`src/hdl/pfrfd_pkg.sv`:
```
`timescale 1ns / 1ps
`default_nettype none
package pfrfd_pkg;

  localparam int FLOW_ENTRIES_DEF = 16;

  localparam int CFG_ADDR_W = 4;
  localparam int CFG_DATA_W = 32;
  localparam int REG_IDX_W  = 2;

  localparam logic [REG_IDX_W-1:0] REG_DROP_TERM     = 2'd0;
  localparam logic [REG_IDX_W-1:0] REG_REGION_START  = 2'd1;
  localparam logic [REG_IDX_W-1:0] REG_REGION_LENGTH = 2'd2;

  typedef enum logic [1:0] {
    S_IDLE,
    S_MATCH,
    S_DECIDE
  } ctrl_state_t;

  typedef struct packed {
    logic load;
    logic match_en;
    logic decide_en;
  } dp_cmd_t;

endpackage
`default_nettype wire

```
`src/hdl/pfrfd_ctrl.sv`:
```
`timescale 1ns / 1ps
`default_nettype none
module pfrfd_ctrl (
  input  wire logic              clk,
  input  wire logic              rst_n,
  input  wire logic              start,
  output logic                   busy,
  output pfrfd_pkg::dp_cmd_t     cmd
);

  pfrfd_pkg::ctrl_state_t state_r;
  pfrfd_pkg::ctrl_state_t state_nxt;

  always_ff @(posedge clk) begin
    if (!rst_n) begin
      state_r <= pfrfd_pkg::S_IDLE;
    end else begin
      state_r <= state_nxt;
    end
  end

  always_comb begin
    state_nxt     = state_r;
    busy          = 1'b0;
    cmd.load      = 1'b0;
    cmd.match_en  = 1'b0;
    cmd.decide_en = 1'b0;
    unique case (state_r)
      pfrfd_pkg::S_IDLE: begin
        if (start) begin
          cmd.load  = 1'b1;
          state_nxt = pfrfd_pkg::S_MATCH;
        end
      end
      pfrfd_pkg::S_MATCH: begin
        busy         = 1'b1;
        cmd.match_en = 1'b1;
        state_nxt    = pfrfd_pkg::S_DECIDE;
      end
      pfrfd_pkg::S_DECIDE: begin
        cmd.decide_en = 1'b1;
        // next item loads while this one updates the table
        if (start) begin
          cmd.load  = 1'b1;
          state_nxt = pfrfd_pkg::S_MATCH;
        end else begin
          state_nxt = pfrfd_pkg::S_IDLE;
        end
      end
      default: begin
        state_nxt = pfrfd_pkg::S_IDLE;
      end
    endcase
  end

endmodule
`default_nettype wire

```
`src/hdl/pfrfd_dp.sv`:
```
`timescale 1ns / 1ps
`default_nettype none
module pfrfd_dp #(
  parameter int FLOW_ENTRIES = pfrfd_pkg::FLOW_ENTRIES_DEF
) (
  input  wire logic               clk,
  input  wire logic               rst_n,
  input  wire pfrfd_pkg::dp_cmd_t cmd,
  input  wire logic signed [31:0] drop_term,
  input  wire logic        [30:0] region_start,
  input  wire logic        [30:0] region_length,
  input  wire logic signed [31:0] in_stream,
  input  wire logic signed [31:0] in_session,
  input  wire logic signed [31:0] in_frame_term,
  input  wire logic        [30:0] in_frame_offset,
  input  wire logic        [30:0] in_frame_length,
  output logic                    out_valid,
  output logic                    out_drop
);

  localparam int IDX_W = (FLOW_ENTRIES > 1) ? $clog2(FLOW_ENTRIES) : 1;

  // item registers
  logic signed [31:0] stream_r;
  logic signed [31:0] session_r;
  logic signed [31:0] term_r;
  logic        [30:0] offset_r;
  logic        [30:0] length_r;

  // flow table
  logic [FLOW_ENTRIES-1:0] valid_r;
  logic [63:0]             key_r     [FLOW_ENTRIES];
  logic [31:0]             tracked_r [FLOW_ENTRIES];

  // match stage results
  logic             hit_r;
  logic [IDX_W-1:0] hit_idx_r;
  logic             free_ok_r;
  logic [IDX_W-1:0] free_idx_r;
  logic             skip_r;

  logic             out_valid_r;
  logic             out_drop_r;

  logic [63:0]      key;
  logic [31:0]      region_end;
  logic             hit_nxt;
  logic [IDX_W-1:0] hit_idx_nxt;
  logic             free_ok_nxt;
  logic [IDX_W-1:0] free_idx_nxt;
  logic             skip_nxt;

  logic [IDX_W-1:0] slot;
  logic [31:0]      offset_w;
  logic [31:0]      frame_end;
  logic [31:0]      tracked_sel;
  logic             usable;
  logic             do_drop;
  logic             tbl_we;
  logic [31:0]      tracked_new;

  always_ff @(posedge clk) begin
    if (cmd.load) begin
      stream_r  <= in_stream;
      session_r <= in_session;
      term_r    <= in_frame_term;
      offset_r  <= in_frame_offset;
      length_r  <= in_frame_length;
    end
  end

  // parallel key match, lowest index wins
  always_comb begin
    key          = {stream_r, session_r};
    region_end   = {1'b0, region_start} + {1'b0, region_length};
    skip_nxt     = (term_r != drop_term) || ({1'b0, offset_r} >= region_end);
    hit_nxt      = 1'b0;
    hit_idx_nxt  = '0;
    free_ok_nxt  = 1'b0;
    free_idx_nxt = '0;
    for (int i = FLOW_ENTRIES - 1; i >= 0; i--) begin
      if (valid_r[i] && (key_r[i] == key)) begin
        hit_nxt     = 1'b1;
        hit_idx_nxt = IDX_W'(i);
      end
      if (!valid_r[i]) begin
        free_ok_nxt  = 1'b1;
        free_idx_nxt = IDX_W'(i);
      end
    end
  end

  always_ff @(posedge clk) begin
    if (cmd.match_en) begin
      hit_r      <= hit_nxt;
      hit_idx_r  <= hit_idx_nxt;
      free_ok_r  <= free_ok_nxt;
      free_idx_r <= free_idx_nxt;
      skip_r     <= skip_nxt;
    end
  end

  // read-modify-write of the selected entry
  always_comb begin
    slot        = hit_r ? hit_idx_r : free_idx_r;
    offset_w    = {1'b0, offset_r};
    frame_end   = offset_w + {1'b0, length_r};
    tracked_sel = hit_r ? tracked_r[hit_idx_r] : offset_w;
    usable      = !skip_r && (hit_r || free_ok_r);
    do_drop     = usable && (tracked_sel <= offset_w) && (frame_end > {1'b0, region_start});
    tbl_we      = cmd.decide_en && usable;
    tracked_new = do_drop ? frame_end : tracked_sel;
  end

  always_ff @(posedge clk) begin
    if (!rst_n) begin
      valid_r     <= '0;
      out_valid_r <= 1'b0;
    end else begin
      out_valid_r <= cmd.decide_en;
      if (tbl_we) begin
        valid_r[slot] <= 1'b1;
      end
    end
  end

  always_ff @(posedge clk) begin
    if (tbl_we) begin
      key_r[slot]     <= key;
      tracked_r[slot] <= tracked_new;
    end
    if (cmd.decide_en) begin
      out_drop_r <= do_drop;
    end
  end

  assign out_valid = out_valid_r;
  assign out_drop  = out_drop_r;

endmodule
`default_nettype wire

```
`src/hdl/per_flow_region_frame_dropper_core.sv`:
```
`timescale 1ns / 1ps
`default_nettype none
// Per-flow region frame dropper. Pulse start with a frame header while busy is
// low; the drop decision appears on out_drop with out_valid high for exactly
// one cycle, registered after the match and decide states, and cannot be held
// off by the receiver. Each item passes the parallel key match over all flow
// entries and then the read-modify-write of the selected entry; busy is high
// only during the match state, so a new item can be started while the previous
// one is in its read-modify-write. The flow table's valid bits clear at reset,
// so the block is ready right after reset. Registers must be written through
// the APB port only while no item is in flight; the block does not enforce it.
module per_flow_region_frame_dropper_core #(
  parameter int FLOW_ENTRIES = pfrfd_pkg::FLOW_ENTRIES_DEF
) (
  input  wire logic                             clk,
  input  wire logic                             rst_n,
  input  wire logic                             start,
  output logic                                  busy,
  input  wire logic signed [31:0]               in_stream,
  input  wire logic signed [31:0]               in_session,
  input  wire logic signed [31:0]               in_frame_term,
  input  wire logic        [30:0]               in_frame_offset,
  input  wire logic        [30:0]               in_frame_length,
  output logic                                  out_valid,
  output logic                                  out_drop,
  input  wire logic                             psel,
  input  wire logic                             penable,
  input  wire logic                             pwrite,
  input  wire logic [pfrfd_pkg::CFG_ADDR_W-1:0] paddr,
  input  wire logic [pfrfd_pkg::CFG_DATA_W-1:0] pwdata,
  output logic      [pfrfd_pkg::CFG_DATA_W-1:0] prdata,
  output logic                                  pready
);

  logic signed [31:0] drop_term_r;
  logic        [30:0] region_start_r;
  logic        [30:0] region_length_r;

  logic                              cfg_we;
  logic [pfrfd_pkg::REG_IDX_W-1:0]   reg_idx;
  pfrfd_pkg::dp_cmd_t                cmd;

  assign pready  = 1'b1;
  assign cfg_we  = psel && penable && pwrite && pready;
  assign reg_idx = paddr[pfrfd_pkg::CFG_ADDR_W-1:2];

  always_ff @(posedge clk) begin
    if (!rst_n) begin
      drop_term_r     <= '0;
      region_start_r  <= '0;
      region_length_r <= '0;
    end else if (cfg_we) begin
      unique case (reg_idx)
        pfrfd_pkg::REG_DROP_TERM:     drop_term_r     <= pwdata;
        pfrfd_pkg::REG_REGION_START:  region_start_r  <= pwdata[30:0];
        pfrfd_pkg::REG_REGION_LENGTH: region_length_r <= pwdata[30:0];
        default: begin
        end
      endcase
    end
  end

  always_comb begin
    unique case (reg_idx)
      pfrfd_pkg::REG_DROP_TERM:     prdata = drop_term_r;
      pfrfd_pkg::REG_REGION_START:  prdata = {1'b0, region_start_r};
      pfrfd_pkg::REG_REGION_LENGTH: prdata = {1'b0, region_length_r};
      default:                      prdata = '0;
    endcase
  end

  pfrfd_ctrl u_ctrl (
    .clk   (clk),
    .rst_n (rst_n),
    .start (start),
    .busy  (busy),
    .cmd   (cmd)
  );

  pfrfd_dp #(
    .FLOW_ENTRIES (FLOW_ENTRIES)
  ) u_dp (
    .clk             (clk),
    .rst_n           (rst_n),
    .cmd             (cmd),
    .drop_term       (drop_term_r),
    .region_start    (region_start_r),
    .region_length   (region_length_r),
    .in_stream       (in_stream),
    .in_session      (in_session),
    .in_frame_term   (in_frame_term),
    .in_frame_offset (in_frame_offset),
    .in_frame_length (in_frame_length),
    .out_valid       (out_valid),
    .out_drop        (out_drop)
  );

  // every accepted item yields its result after the match and decide states
  a_result_follows: assert property (@(posedge clk) disable iff (!rst_n)
    (start && !busy) |-> ##3 out_valid)
    else $error("accepted item produced no result");

  // match cycle lasts one cycle
  a_busy_one_cycle: assert property (@(posedge clk) disable iff (!rst_n)
    busy |=> !busy)
    else $error("busy held longer than the match cycle");

  // no result without a match cycle before it
  a_no_spurious: assert property (@(posedge clk) disable iff (!rst_n)
    out_valid |-> $past(busy, 2))
    else $error("result without an accepted item");

endmodule
`default_nettype wire
```
`config.mk`:
```
export PLATFORM = sky130hd
export DESIGN_NAME = per_flow_region_frame_dropper_core
export DESIGN_NICKNAME = d
export VERILOG_FILES = /design/src/hdl/pfrfd_pkg.sv /design/src/hdl/pfrfd_ctrl.sv /design/src/hdl/pfrfd_dp.sv /design/src/hdl/per_flow_region_frame_dropper_core.sv
export SDC_FILE = /design/constraint.sdc
export NUM_CORES = 2
export LEC_CHECK = 0
export BUFFER_PORTS_ARGS = -buffer_cell sky130_fd_sc_hd__buf_4
export CORE_UTILIZATION = 50
export CTS_BUF_LIST = sky130_fd_sc_hd__clkbuf_16
export CTS_CLUSTER_DIAMETER = 120
export CTS_CLUSTER_SIZE = 14
export DETAILED_ROUTE_END_ITERATION = 8
export GPL_TIMING_DRIVEN = 0
export PLACE_DENSITY = 0.69
export SYNTH_ARGS = -nofsm -noshare
export SYNTH_HDL_FRONTEND = slang
export SYNTH_SLANG_ARGS = --single-unit
```
`constraint.sdc`:
```
create_clock -name clk -period 7.75 [get_ports clk]
set_clock_uncertainty 0.15 [all_clocks]
set_input_delay 0.775 -clock clk [delete_from_list [all_inputs] [get_ports clk]]
set_output_delay 0.775 -clock clk [all_outputs]
set_load 0.01 [all_outputs]
```
After elaboration in Yosys (flattened, before gate mapping):

Memories as Yosys holds them, arrays and structs flattened.
Index checks and enable logic that the tools add are counted.

* $add $sub $neg: 2
* order comparisons: 5
* equal/unequal tests: 22
* multiplexer cells: 47
* bitwise logic cells: 1
* reductions and logical operators: 40

Operators by type and width (number)
* 64-bit equality test: 16
* 32-bit one-hot mux with 3 select lines: 1
* 4-bit 2-to-1 mux: 17
* 31-bit by 31-bit adder with 32-bit output: 2
* 32-bit 2-to-1 mux: 2
* 31-bit by 32-bit greater-or-equal comparator with 1-bit output: 1
* 32-bit by 31-bit greater-than comparator with 1-bit output: 1
* 32-bit by 31-bit less-or-equal comparator with 1-bit output: 1
* 32-bit != test: 1
* 3-bit 2-to-1 mux: 8
* 1-bit logical AND: 23
* 16-bit OR: 1
* 15-bit AND reduction: 1
* 15-bit OR reduction: 1
* 1-bit 2-to-1 mux: 12
* 2-bit 2-to-1 mux: 5
* 2-bit AND reduction: 4
* 8-bit AND reduction: 1
* 8-bit OR reduction: 1
* 2-bit one-hot mux with 3 select lines: 1
* 4-bit by 5-bit < comparator with 1-bit output, second input constant: 1
* 1-bit demux with 4-bit select: 1
* 2-bit by 1-bit equality test with 1-bit output, second input constant: 2
* 2-bit equality test, second input constant: 2
* other kinds (8): 11

* bits in registers: 283
* bits in writable memories: 1536
* bits of input ports: 200
* output and inout port bits: 36
* logic and storage cells: 142
* memories: 2

Memory list
* u_dp.key_r: depth 16, bits a word 64, rd ports 16, clocked after Yosys merged registers in 0, wr ports 1, RTL line pfrfd_dp.sv:32 `logic [63:0] key_r [FLOW_ENTRIES];`
* u_dp.tracked_r: depth 16, bits a word 32, rd ports 1, clocked after Yosys merged registers in 0, wr ports 1, RTL line pfrfd_dp.sv:33 `logic [31:0] tracked_r [FLOW_ENTRIES];`

Longest topological paths before layout:

An unclocked memory read counts as a cell.

* depth after elaboration: 18
* mapped depth: 21

Hierarchy:

Synthesis repeated with hierarchy kept, for this count alone.

* cell total of the unflattened synthesis: 5029
* area total of the unflattened synthesis: 78586.6 sq um

Modules (own cells, without submodules)
* pfrfd_dp: instances 1, cells each 4571, area each 74327.5 sq um
* per_flow_region_frame_dropper_core: instances 1, cells each 450, area each 4175.3 sq um
* pfrfd_ctrl: instances 1, cells each 8, area each 83.8 sq um

Worst setup path after synthesis:

No wires, ideal clock.

* path kind: input -> register
* start: input port start
* end: register u_dp.length_r[0] (enable)
* setup time: 0.698 ns
* arrival: 7.624 ns
* path slack: -0.722 ns
* stages on the path: 1
* cell sequence: nor2b_1

* longest elaborated chain between the ends: 2

Ends and longest elaborated chain
* start, declared: RTL line per_flow_region_frame_dropper_core.sv:17 `input wire logic start,`
* 1-bit 2-to-1 mux: RTL line pfrfd_ctrl.sv:30, pfrfd_ctrl.sv:43
* 1-bit 2-to-1 mux
* end signal, assigned: RTL line pfrfd_dp.sv:68 `length_r <= in_frame_length;`
* end, declared: RTL line pfrfd_dp.sv:28 `logic [30:0] length_r;`

Every way passes these cells.
A chain may end at the register's enable or synchronous reset.

Worst setup path after layout:

* start: register u_dp.offset_r[0]
* end: memory u_dp.tracked_r[4][5], data pin

* longest elaborated chain between the ends: 5

Ends and longest elaborated chain
* start, declared: RTL line pfrfd_dp.sv:27 `logic [30:0] offset_r;`
* start signal, assigned: RTL line pfrfd_dp.sv:67 `offset_r <= in_frame_offset;`
* branches (longest 4 deep; another with 31-bit by 31-bit adder with 32-bit output)
* 32-bit 2-to-1 mux *: RTL line pfrfd_dp.sv:112 `tracked_new = do_drop ? frame_end : tracked_sel;`
* via u_dp.tracked_new[5]: RTL line pfrfd_dp.sv:60 `logic [31:0] tracked_new;`
* end, declared: RTL line pfrfd_dp.sv:33

Mark *: on every way through the listed nets, which the timed path passes.

==> impl_metrics.json <==
{
  "outcome": "complete, but fails checks",
  "failed_checks": "capacitance limit, slew limit",
  "grt_pass1_wl_um": 361700,
  "startpoint": "u_dp.offset_r[0]$_DFFE_PP_",
  "finalSetupViolCount": 0,
  "num_rows": 144,
  "cts_tree": "yes",
  "clk_path_buf_depth": 3,
  "rrSetupSlack_ns": 0.23,
  "drt-wirelength-per-cell_um": 33.93,
  "remaining_drc_errors": 0,
  "grt_setup_unrepaired": "no",
  "netlist_instances": 5090,
  "dieHeight_um": 398.0,
  "relSlewSlack": -0.1337,
  "use_met1": 0.4161,
  "power_frac_comb": 0.080,
  "numCtsBuffers": 148,
  "cp-endpoint": "u_dp.tracked_r[4][5]$_DFFE_PP_",
  "rr_startpoint": "u_dp.offset_r[0]$_DFFE_PP_",
  "p_seq_frac": 0.565,
  "ys_warn_count": 0,
  "num_vias": 49290,
  "path_class": "flip-flop to flip-flop",
  "path_buf_inv": 2,
  "grt_max_degree": 36,
  "critical_path.reg2reg.endpoint": "u_dp.tracked_r[4][5]$_DFFE_PP_",
  "pre_cts_ws_ns": -0.5875,
  "cts-root-buf": "clkbuf_16",
  "cp_max_fo": 16,
  "cellInternalPower_uw": 14950,
  "post-route-min-period_ns": 7.523,
  "core_area_mm2": 0.1548,
  "crit_family": "compound AO/OA/AOI/OAI gates",
  "grt_use_total": 0.3320,
  "arrival_ns": 7.81,
  "postSynthAreaPerCell_um2": 15.40,
  "grtUsageMet3": 0.06456,
  "synth_top_flop_cell": "edfxtp_1",
  "period_share": 0.9707,
  "hpwl_um": 178800,
  "critPathSlowestCell": "a311oi_1",
  "synth_top_cell_by_area": "edfxtp_1",
  "wirelength_um": 264800,
  "clock_latency_ns": 0.80,
  "cpPeakStageDelay_ns": 0.85,
  "netSwitchingFraction": 0.2398,
  "async_flop_share": 0,
  "viasPerCell": 6.315,
  "use_met2": 0.5395,
  "worst_pin_slew_ns": 1.701,
  "grt_pass1_vias": 47580,
  "worstSetupPathDepth": 20,
  "fillers": 11650,
  "antenna_left": 0,
  "synth_cell_types": 79,
  "end_kind": "flip-flop",
  "die_area_mm2": 0.1584,
  "fmax_mhz": 132.9,
  "hold_viol_final": 0,
  "path_clk_slew_ns": 0.06,
  "slew_violations": 423,
  "ioPinCount": 236,
  "grt-ovfl-total": 0,
  "place.gp.congestion": 1.004,
  "synth.net_count": 5447,
  "synth-seq-cells": 1819,
  "hold_class": "input pin to flip-flop",
  "synth_edf_count": 1706,
  "critical_path.cell_chain": "ha_1, inv_1, fa_1, nor2b_1, o2111ai_1, a21o_1, a311oi_1, o211ai_1, a31o_2, a21o_1, a211o_1, ha_1, nand4_1, nor4_1, a21oi_1, and4_1, a22oi_1, a221oi_4, buf_6, mux2_1",
  "dieWidth_um": 398.0,
  "peakVddDrop_mv": 0.2356,
  "io_buffers": 231,
  "p_sw_uw": 4716,
  "area_delta_synth_final_pct": 15.35,
  "start_util": 0.5065,
  "yosys.area.top_type_share": 0.6535,
  "htreeDepth": 4,
  "startpoint_type": "flip-flop",
  "antenna_found_initial": 23,
  "report.power.total_uw": 19660,
  "numClockSinks": 1819,
  "synth_area_leaders": "edfxtp_1 (65%), xnor2_1 (5.5%), mux4_2 (4.3%), xor2_1 (4.3%), dfxtp_1 (2.9%)",
  "ys_seq_area_frac": 0.6823,
  "maxCapViolCount": 24,
  "rr_worst_depth": 20,
  "busiest_layer": "met2",
  "critical_path_required_ns": 8.03,
  "p_clk_frac": 0.355,
  "powerDensity_mw_per_mm2": 217.4,
  "layout.nets": 6055,
  "setup_tns_ns": 0,
  "dr.first_iter.drc_count": 7552,
  "fin_ws_ns": 0.2271,
  "drive_above_1_share": 0.1293,
  "p_leak_uw": 0.02997,
  "drt_first_pass_iters": 6,
  "syn-cell-area_mm2": 0.07839
}
worst min-delay path by stage:
stage,cells past startpoint,end,startpoint
floorplan,2,region_length_r[0]$_SDFFE_PN0P_,region_length_r[0]$_SDFFE_PN0P_
global placement,1,u_dp.valid_r[9]$_SDFFE_PN0P_,u_dp.valid_r[9]$_SDFFE_PN0P_
detailed placement,2,region_length_r[26]$_SDFFE_PN0P_,region_length_r[26]$_SDFFE_PN0P_
CTS,1,u_dp.length_r[24]$_DFFE_PP_,in_frame_length[24]
global route,1,u_dp.length_r[7]$_DFFE_PP_,in_frame_length[7]
finish,1,u_dp.length_r[7]$_DFFE_PP_,in_frame_length[7]
cell families after synthesis:
| group | Yosys count | share of synthesized area |
|---|---|---|
| flops | 1819 | 0.6823 |
| simple gates | 898 | 0.05843 |
| xor+xnor | 873 | 0.09753 |
| fa+ha+maj | 157 | 0.02525 |
| compound gates | 688 | 0.06159 |
| mux | 232 | 0.05404 |
| buf+inv | 422 | 0.02076 |
| other cells | 1 | 0.00004784 |
cell type report:
cell class | count | area [µm²] | area share
antenna | 14 | 35.03 | 0.0003874
buffer | 224 | 930.9 | 0.01029
clock buffer | 151 | 3779 | 0.04179
clock inverter | 49 | 367.9 | 0.004068
inverter | 198 | 743.2 | 0.008219
multi-input combinational | 2849 | 23430 | 0.2590
sequential | 1819 | 53490 | 0.5915
tap | 2044 | 2557 | 0.02828
timing repair buffer | 458 | 5100 | 0.05640
metrics by stage:
step | instance area, µm² | instances | hold WS [ns] | utilization
finish | 90430 | 7806 | 0.03357 | 0.5843
global route | 90400 | 7794 | 0.004339 | 0.5841
CTS | 90320 | 7789 | 0.0004799 | 0.5836
detailed placement | 84760 | 7449 | 0.3346 | 0.5477
global placement | 82690 | 7365 | 0.3242 | 0.5343
floorplan | 78400 | 5090 | 0.3106 | -
registers in the layout (all words and copies together) (netlist names):
signal / cells
u_dp.tracked_r: 512
u_dp.valid_r: 16
u_ctrl.state_r: 2
region_start_r: 31
u_dp.free_ok_r: 1
u_dp.stream_r: 32
u_dp.length_r: 31
u_dp.out_valid: 1
u_dp.out_drop: 1
u_dp.hit_idx_r: 4
u_dp.term_r: 32
u_dp.skip_r: 1
u_dp.session_r: 32
u_dp.free_idx_r: 4
drop_term_r: 32
u_dp.hit_r: 1
u_dp.offset_r: 31
u_dp.key_r: 1024
region_length_r: 31
placed cells by master (no fill, tap or decap), drive strengths merged, types with 8 or more instances in the layout:
cell type / n
a211oi: 17
xor2: 385
o21bai: 8
edfxtp: 1706
xnor2: 488
clkinv: 12
o22a: 8
nand4: 172
a21o: 48
a221oi: 40
inv: 235
nand3: 41
o221ai: 8
nand2b: 36
a21oi: 85
o21ai: 121
clkbuf: 309
o211ai: 14
a21boi: 101
o21a: 23
and3: 11
a22oi: 22
mux2i: 52
dlygate4sd3: 140
nor4: 137
nor2b: 20
o2111ai: 10
nand2: 318
ha: 155
mux4: 150
nor2: 80
buf: 383
dfxtp: 113
mux2: 30
nor3: 40
o2bb2ai: 32
diode: 14
a22o: 21
a222oi: 8
o22ai: 71
timing repair:
| item | in CTS | in global routing |
|---|---|---|
| gates resized for setup | 3 | 4 |
| endpoints found under the setup margin | 464 | 32 |
| pin swaps | 0 | 0 |
| endpoints found under the hold margin | 140 | 0 |
| hold buffers | 140 | 0 |
| buffers inserted | 0 | 0 |
cells in the mapped netlist (10+ instances only):
master	number
nor2b_1	20
a211oi_1	17
mux2_2	29
o21ai_0	120
inv_1	196
nor4_1	137
nand2b_1	36
a21boi_0	101
o2bb2ai_1	32
mux4_2	150
ha_1	155
xor2_1	385
a221oi_1	39
o22ai_1	71
and3_1	11
dfxtp_1	113
clkbuf_1	158
a21o_1	48
buf_1	48
a22oi_1	22
o211ai_1	14
nor3_1	40
xnor2_1	488
edfxtp_1	1706
nor2_1	80
nand2_1	318
nand3_1	41
mux2i_1	52
a21oi_1	85
a22o_1	21
o21a_1	23
buf_2	14
nand4_1	172
o2111ai_1	10
power by group through the flow:
stage / clock, µW / combinational, µW / sequential, µW
floorplan: 0 / 808 / 11200
detailed placement: 0 / 1460 / 11300
global route: 7330 / 1640 / 11100
finish: 6980 / 1560 / 11100
CTS: 7020 / 1520 / 11100
global placement: 0 / 1330 / 11400
routing by layer:
metal  vias to the layer above  part of all wire
met5                         -           0.00040
met4                        16             0.068
met3                       739              0.11
met2                      3253              0.47
met1                     24740              0.36
li1                      20550                 -
worst register-to-register path: stages, from the launching register on:
cell and delay [ns]:
edfxtp_1 0.54, ha_1 0.24, inv_1 0.05, fa_1 0.40, nor2b_1 0.17, o2111ai_1 0.17
a21o_1 0.24, a311oi_1 0.85, o211ai_1 0.37, a31o_2 0.31, a21o_1 0.17, a211o_1 0.34
ha_1 0.49, nand4_1 0.14, nor4_1 0.83, a21oi_1 0.19, and4_1 0.24, a22oi_1 0.32
a221oi_4 0.20, buf_6 0.21, mux2_1 0.55
Power figures use the tool's default switching activity.
